## config.mk

```make
export PLATFORM = sky130hd
export DESIGN_NAME = sorted_priority_queue_unit
export DESIGN_NICKNAME = d
export VERILOG_FILES = /design/src/sv/spq_pkg.sv /design/src/sv/spq_cell.sv /design/src/sv/sorted_priority_queue_unit.sv
export SDC_FILE = /design/constraint.sdc
export NUM_CORES = 2
export LEC_CHECK = 0
export BUFFER_PORTS_ARGS = -buffer_cell sky130_fd_sc_hd__buf_4
export CAP_MARGIN = 10
export CELL_PAD_IN_SITES_DETAIL_PLACEMENT = 0
export CELL_PAD_IN_SITES_GLOBAL_PLACEMENT = 2
export CORE_MARGIN = 2
export CORE_UTILIZATION = 43
export CTS_CLUSTER_SIZE = 12
export DETAILED_ROUTE_END_ITERATION = 16
export PLACE_DENSITY = 0.82
export SLEW_MARGIN = 20
export SYNTH_ARGS = -nofsm -noshare
export SYNTH_HDL_FRONTEND = slang
export SYNTH_SLANG_ARGS = --single-unit
```

## constraint.sdc

```tcl
create_clock -name i_clk -period 6.3 [get_ports i_clk]
set_input_delay 0.315 -clock i_clk [delete_from_list [all_inputs] [get_ports i_clk]]
set_output_delay 0.315 -clock i_clk [all_outputs]
set_load 0.05 [all_outputs]
```

## src/sv/spq_pkg.sv

```systemverilog
`default_nettype none

package spq_pkg;

    localparam int DEPTH = 16;
    localparam int VAL_W = 32;
    localparam int CNT_W = $clog2(DEPTH + 1);
    localparam int OCC_W = 5;

    typedef logic signed [VAL_W-1:0] t_value;
    typedef logic [CNT_W-1:0] t_count;

    typedef enum logic {
        CMD_PUSH = 1'b0,
        CMD_POP  = 1'b1
    } t_cmd;

    typedef enum logic [1:0] {
        ST_OK         = 2'd0,
        ST_POP_EMPTY  = 2'd1,
        ST_PUSH_FULL  = 2'd2
    } t_status;

    typedef struct packed {
        t_cmd   cmd;
        t_value in_value;
    } t_in_item;

    typedef struct packed {
        t_value           out_value;
        logic             out_valid;
        t_status          status;
        logic [OCC_W-1:0] occupancy;
    } t_out_item;

    // per-cycle command broadcast to every cell
    typedef struct packed {
        logic push;
        logic pop;
    } t_cell_ctl;

endpackage

`default_nettype wire

```

## src/sv/spq_cell.sv

```systemverilog
`default_nettype none

module spq_cell
    import spq_pkg::*;
(
    input  wire logic      i_clk,
    input  wire t_cell_ctl i_ctl,
    input  wire t_value    i_in_value,
    input  wire logic      i_used,
    input  wire t_value    i_left_value,
    input  wire logic      i_left_le,
    input  wire t_value    i_right_value,
    output t_value         o_value,
    output logic           o_le
);

    t_value r_value;
    t_value n_value;

    // new value belongs here or earlier
    assign o_le    = !i_used || (r_value <= i_in_value);
    assign o_value = r_value;

    always_comb begin
        n_value = r_value;
        if (i_ctl.pop) begin
            n_value = i_right_value;
        end else if (i_ctl.push && o_le) begin
            n_value = i_left_le ? i_left_value : i_in_value;
        end
    end

    always_ff @(posedge i_clk) begin
        r_value <= n_value;
    end

endmodule

`default_nettype wire

```

## src/sv/sorted_priority_queue_unit.sv

```systemverilog
`default_nettype none

// sorted priority queue built as a row of DEPTH value cells
// - input channel: i_valid / o_stall carrying i_item (cmd, in_value)
// - output channel: o_valid / i_stall carrying o_item
//   (out_value, out_valid, status, occupancy)
// - a transaction is taken when valid is high and stall is low
// - every input transaction yields exactly one output transaction
// - the result is registered and shows on o_item in the cycle after acceptance
// - throughput: one transaction per cycle unless the receiver stalls; a push
//   compares against every cell in parallel and shifts the lower part of the
//   row by one cell, a pop shifts the whole row toward the head, both at once
// - cell 0 holds the largest value; equal values put the newest first
// - pop on empty and push on full leave the row untouched and flag status
// - reset clears the entry count and the output valid flag; cell contents
//   are not reset, cells past the count are treated as unused
// - when the receiver stalls, the pending result holds and o_stall is
//   raised, so no new transaction enters until the result is taken
module sorted_priority_queue_unit
    import spq_pkg::*;
(
    input  wire logic      i_clk,
    input  wire logic      i_rst_n,
    input  wire logic      i_valid,
    output logic           o_stall,
    input  wire t_in_item  i_item,
    output logic           o_valid,
    input  wire logic      i_stall,
    output t_out_item      o_item
);

    t_count    r_count;
    t_count    n_count;
    logic      r_o_valid;
    t_out_item r_o_item;
    t_out_item n_o_item;

    t_cell_ctl w_ctl;
    t_value    w_value [DEPTH];
    logic      w_le    [DEPTH];
    logic      w_used  [DEPTH];

    logic w_accept;
    logic w_is_pop;
    logic w_empty;
    logic w_full;

    // output register parts the channels; stall only while a result waits
    assign o_stall  = r_o_valid && i_stall;
    assign w_accept = i_valid && !o_stall;
    assign w_is_pop = (i_item.cmd == CMD_POP);
    assign w_empty  = (r_count == '0);
    assign w_full   = (r_count == CNT_W'(DEPTH));

    assign w_ctl.push = w_accept && !w_is_pop && !w_full;
    assign w_ctl.pop  = w_accept && w_is_pop && !w_empty;

    // row of cells, each talking only to its neighbors
    for (genvar g = 0; g < DEPTH; g++) begin : g_cell
        t_value w_left_value;
        logic   w_left_le;
        t_value w_right_value;

        assign w_used[g] = (r_count > CNT_W'(g));

        if (g == 0) begin : g_head
            assign w_left_value = '0;
            assign w_left_le    = 1'b0;
        end else begin : g_mid
            assign w_left_value = w_value[g-1];
            assign w_left_le    = w_le[g-1];
        end

        if (g == DEPTH - 1) begin : g_tail
            assign w_right_value = '0;
        end else begin : g_body
            assign w_right_value = w_value[g+1];
        end

        spq_cell u_cell (
            .i_clk         (i_clk),
            .i_ctl         (w_ctl),
            .i_in_value    (i_item.in_value),
            .i_used        (w_used[g]),
            .i_left_value  (w_left_value),
            .i_left_le     (w_left_le),
            .i_right_value (w_right_value),
            .o_value       (w_value[g]),
            .o_le          (w_le[g])
        );
    end

    // count and result of the transaction being accepted
    always_comb begin
        n_count   = r_count;
        n_o_item  = '0;
        if (w_ctl.push) begin
            n_count = r_count + 1'b1;
        end else if (w_ctl.pop) begin
            n_count = r_count - 1'b1;
        end

        if (w_is_pop) begin
            if (w_empty) begin
                n_o_item.status = ST_POP_EMPTY;
            end else begin
                n_o_item.out_value = w_value[0];
                n_o_item.out_valid = 1'b1;
                n_o_item.status    = ST_OK;
            end
        end else begin
            n_o_item.status = w_full ? ST_PUSH_FULL : ST_OK;
        end
        n_o_item.occupancy = OCC_W'(n_count);
    end

    always_ff @(posedge i_clk) begin
        if (!i_rst_n) begin
            r_count   <= '0;
            r_o_valid <= 1'b0;
        end else begin
            if (w_accept) begin
                r_count   <= n_count;
                r_o_valid <= 1'b1;
            end else if (!i_stall) begin
                r_o_valid <= 1'b0;
            end
        end
    end

    always_ff @(posedge i_clk) begin
        if (w_accept) begin
            r_o_item <= n_o_item;
        end
    end

    assign o_valid = r_o_valid;
    assign o_item  = r_o_item;

    // count never passes the row length
    a_count_bound: assert property (@(posedge i_clk) disable iff (!i_rst_n)
        r_count <= CNT_W'(DEPTH))
        else $error("entry count exceeds depth");

    // head is never below its neighbor
    a_head_sorted: assert property (@(posedge i_clk) disable iff (!i_rst_n)
        (r_count >= CNT_W'(2)) |-> (w_value[0] >= w_value[1]))
        else $error("row lost descending order");

    // a successful pop lowers the count by one
    a_pop_count: assert property (@(posedge i_clk) disable iff (!i_rst_n)
        w_ctl.pop |=> (r_count == $past(r_count) - 1'b1))
        else $error("pop did not decrement count");

    // reported occupancy matches the count right after a transaction
    a_occ_match: assert property (@(posedge i_clk) disable iff (!i_rst_n)
        w_accept |=> (o_item.occupancy == OCC_W'(r_count)))
        else $error("occupancy disagrees with count");

endmodule

`default_nettype wire

```

==> flow_summary.yaml <==
status:
  status: "finished clean"
placement:
  gp_routability_congestion: 0.852
  dp_hpwl_um: 86400
  dp_area_mm2: 0.0410
  port-buffer-count: 78
floorplan:
  num_rows: 111
  die-width_um: 307
  die_h_um: 307
  boundaryPins: 79
  fp.coreArea_mm2: 0.0912
  initial_utilization_pct: 43.2
  design.die.area_mm2: 0.0941
drt:
  num_vias: 29984
  starting_drt_drc_count: 2341
  drt_pass1_iterations: 5
  via_per_inst: 5.90
  detail_route.drc_violations: 0
  detail-route-antenna-nets: 0
  routed_wire_per_std_cell_um: 22.7
  postRouteWirelength_um: 116000
finish:
  areaGrowthSynthToFinish_pct: 9.82
  postLayoutCoreUtil_pct: 47.5
  finalNetCount: 4399
  layout-drive-gt1-share_pct: 7.52
  post-route-cell-area_mm2: 0.0433
  fillCellCount: 8728
worst_setup_path:
  worstPathArrival_ns: 4.60
  crit_path_top_delay_cell: "sky130_fd_sc_hd__o21ai_4"
  worst_setup_start_kind: "input pin"
  rr_worst_depth: 9
  timing.critical_path.fanout_max: 33
  critPathRequiredTime_ns: 6.60
  critPathMostFrequentCell: "sky130_fd_sc_hd__buf_4"
  timing.critical_path.cells: "buf_4 > inv_1 > buf_4 > ha_1 > a21oi_1 > o21ai_0 > a221o_1 > a2111oi_2 > nand3_1 > and3b_2 > o21ai_4 > buf_4"
  regToRegEndpoint: "g_cell[9].u_cell.o_value[19]"
  worst_r2r_startpoint: "g_cell[9].u_cell.o_value[19]"
  critical_path.max_stage_delay_ns: 0.68
  critical_path.endpoint_type: "flop"
  worstSetupPathType: "input pin to flop"
  reg2reg_setup_slack_ns: 2.06
logic_synthesis:
  postSynth.topFlopCell: "sky130_fd_sc_hd__edfxtp_1"
  post-synth-top-area-fraction_pct: 39.6
  avgSynthCellArea_um2: 10.2
  synth_top_cell_by_area: "sky130_fd_sc_hd__edfxtp_1"
  synth_register_bits: 558
  synth_area_mm2: 0.0394
  synth-edff-count: 520
  ys_warn_count: 0
  synth_cell_type_count: 86
  synthArstFlopShare_pct: 0
  syn-instance-count: 3849
  yosys-top-cells-area: "sky130_fd_sc_hd__edfxtp_1 (40%), sky130_fd_sc_hd__ha_1 (16%), sky130_fd_sc_hd__mux2i_1 (11%), sky130_fd_sc_hd__a21oi_1 (5.7%), sky130_fd_sc_hd__nand2_1 (4.1%)"
  synth-seq-area-share_pct: 41.5
  total_nets_after_synthesis: 4403
sta:
  setup_tns_ns: 0
  final.min_clock_period_ns: 4.30
  rsz0062_at_grt: "false"
  final.setup_skew_ns: 0.0189
  period_share_pct: 68.2
  tightest_slew_ns: 1.14
  max_freq_ghz: 0.233
  finalHoldViolCount: 0
  slew_viol_final: 0
  finalSetupViolCount: 0
  maxSlewHeadroom_pct: 23.6
grt:
  grt_first_pass_wirelength_um: 179000
  grt_pass1_vias: 30221
  grt_overflow: 0
  antenna_found_initial: 1
  track_usage_pct: 24.4
  pin_count_of_the_biggest_net_entering_global_routing: 152
clock_network:
  tritoncts: "built"
  cts_buffer_depth: 3
  h_tree_levels: 3
  cts_num_sinks: 558
  clk_pin_slew_ns: 0.06
  clkLatencyLatePin_ns: 0.62
  clock-root-buffer: "sky130_fd_sc_hd__clkbuf_16"
  postCtsSetupRepairBufs: 0
  total_cts_buffers: 70
hold_path:
  holdPathEnd: "o_valid"
  min-delay-start: "i_rst_n"
  worst_hold_path_type: "input pin to flop"
  hold_depth: 2
pwr:
  total_leakage_power_nw: 17.1
  power-per-cell-area_mw_per_mm2: 303
  peakVddDrop_uv: 185
job:
  cap_viol_max_count: 0
per-layer routing:
metal | GRT usage [%] | up-vias | part of all wire (%) | routed length (um)
li1 | - | 14572 | - | -
met2 | 39.4 | 625 | 46 | 53200
met4 | 5.54 | 0 | 1.9 | 2150
met5 | 0 | - | 0 | 0
met3 | 3.09 | 134 | 4.6 | 5290
met1 | 34.8 | 14653 | 48 | 55000
through the flow:
step / power (W) / hold WS [ns] / cells / worst slack [ns]
floorplan: 0.00796 / 0.433 / 3849 / 1.07
global placement: 0.00901 / 0.534 / 4955 / 0.932
detailed placement: 0.00909 / 0.541 / 4957 / 1.38
CTS: 0.0132 / 0.00306 / 5083 / 2.03
global route: 0.0139 / 0.0287 / 5084 / 1.75
finish: 0.0131 / 0.0407 / 5086 / 2.00
cell families after synthesis:
logic type                 count (synthesis)  synth area share [%]
AOI/OAI and AO/OA                       1092                  16.0
xor gates and xnor gates                   4                0.0889
adders and majority gates                517                  16.4
buffers and inverters                    329                  4.31
DFF                                      558                  41.5
muxes                                    418                  10.7
and+or+nand+nor                          931                  10.9
cell usage in the layout (no fill, tap or decap), types with 5 or more instances in the layout:
cell                        instances
sky130_fd_sc_hd__a22oi_1            5
sky130_fd_sc_hd__o21ai_0          266
sky130_fd_sc_hd__clkinv_1          14
sky130_fd_sc_hd__clkbuf_16         73
sky130_fd_sc_hd__ha_1             517
sky130_fd_sc_hd__a311oi_1          35
sky130_fd_sc_hd__inv_1            104
sky130_fd_sc_hd__dfxtp_1           38
sky130_fd_sc_hd__and2_1            40
sky130_fd_sc_hd__o31ai_1            8
sky130_fd_sc_hd__a31oi_1           41
sky130_fd_sc_hd__o21a_1             6
sky130_fd_sc_hd__o21ai_1           83
sky130_fd_sc_hd__mux2i_1          414
sky130_fd_sc_hd__edfxtp_1         520
sky130_fd_sc_hd__nand4_1           96
sky130_fd_sc_hd__a21o_1            52
sky130_fd_sc_hd__nand2_1          430
sky130_fd_sc_hd__buf_4            137
sky130_fd_sc_hd__o21ai_4            9
sky130_fd_sc_hd__and4_1            25
sky130_fd_sc_hd__a221oi_1           9
sky130_fd_sc_hd__bufinv_16          7
sky130_fd_sc_hd__a211oi_1          11
sky130_fd_sc_hd__and3_1             7
sky130_fd_sc_hd__o211ai_1          17
sky130_fd_sc_hd__a21oi_1          452
sky130_fd_sc_hd__a21boi_1          27
sky130_fd_sc_hd__nor2b_1           26
sky130_fd_sc_hd__a221o_1            5
sky130_fd_sc_hd__nor4_1             9
sky130_fd_sc_hd__nand3_1           47
sky130_fd_sc_hd__clkbuf_1          18
sky130_fd_sc_hd__or3_1              5
sky130_fd_sc_hd__nor2_1           196
sky130_fd_sc_hd__clkinv_2           9
sky130_fd_sc_hd__nor3_1            12
sky130_fd_sc_hd__buf_12             7
sky130_fd_sc_hd__a21boi_0          18
area by class of cell:
type	count	area, um^2	share of cell area (%)
diodes	2	5.00	0.0116
clock buffers	92	1910	4.41
clock inverters	33	334	0.771
inverters	105	394	0.910
multi-input cells	2962	21500	49.7
flip-flops and latches	558	16400	37.8
well taps	1186	1480	3.43
repair buffers	148	1260	2.91
state kept, by name, summed over array words and instances (netlist names):
register and cells:
g_cell.u_cell.o_value 512, o_valid 1, r_count 5, o_item 40
Yosys cell counts, types with 5 or more instances:
library cell	n
sky130_fd_sc_hd__a31oi_1	41
sky130_fd_sc_hd__buf_4	17
sky130_fd_sc_hd__and2_1	41
sky130_fd_sc_hd__a22oi_1	5
sky130_fd_sc_hd__nor3_1	12
sky130_fd_sc_hd__edfxtp_1	520
sky130_fd_sc_hd__nor2_1	197
sky130_fd_sc_hd__and3_1	7
sky130_fd_sc_hd__a21oi_1	452
sky130_fd_sc_hd__mux2i_1	415
sky130_fd_sc_hd__dfxtp_1	38
sky130_fd_sc_hd__or3_1	5
sky130_fd_sc_hd__o21ai_0	276
sky130_fd_sc_hd__buf_2	47
sky130_fd_sc_hd__a21boi_0	18
sky130_fd_sc_hd__o211ai_1	17
sky130_fd_sc_hd__nor4_1	10
sky130_fd_sc_hd__and4_1	25
sky130_fd_sc_hd__nand4_1	96
sky130_fd_sc_hd__nand2_1	433
sky130_fd_sc_hd__a221o_1	5
sky130_fd_sc_hd__buf_6	38
sky130_fd_sc_hd__buf_8	5
sky130_fd_sc_hd__ha_1	517
sky130_fd_sc_hd__o21ai_1	83
sky130_fd_sc_hd__a211oi_1	11
sky130_fd_sc_hd__a21boi_1	27
sky130_fd_sc_hd__a311oi_1	35
sky130_fd_sc_hd__nor2b_1	27
sky130_fd_sc_hd__nand3_1	47
sky130_fd_sc_hd__a221oi_1	9
sky130_fd_sc_hd__inv_1	105
sky130_fd_sc_hd__o21a_1	6
sky130_fd_sc_hd__a21o_1	52
sky130_fd_sc_hd__o31ai_1	9
sky130_fd_sc_hd__clkbuf_1	115
what timing repair did:
action	CTS	global route
resized for setup	0	0
hold endpoints to repair	1	0
hold buffers	1	0
power breakdown:
group          total [W]  switching [W]  internal [W]
Combinational    0.00359        0.00220       0.00140
Clock            0.00410        0.00169       0.00241
Sequential       0.00545       0.000502       0.00494
Total             0.0131        0.00439       0.00875
how the worst max path moves through the flow:
stage / depth (start not counted) / end / slack (ns) / from
2_1_floorplan: 11 / g_cell[9].u_cell.o_value[0] / 1.07 / i_item[19]
3_3_place_gp: 11 / g_cell[2].u_cell.o_value[5] / 0.93 / i_item[31]
3_5_place_dp: 12 / g_cell[9].u_cell.o_value[16] / 1.38 / i_item[19]
4_1_cts: 12 / g_cell[9].u_cell.o_value[16] / 2.03 / i_item[19]
5_1_grt: 12 / g_cell[9].u_cell.o_value[16] / 1.75 / i_item[17]
6_report: 12 / g_cell[9].u_cell.o_value[19] / 2.00 / i_item[19]
critical path, delay by kind of cell:
family / cells / cell delay, ns
and+or+nand+nor: 2 / 0.73
AOI/OAI and AO/OA: 5 / 2.00
buffers and inverters: 4 / 1.23
adders and majority gates: 1 / 0.27
(Power assumes the default switching activity.)
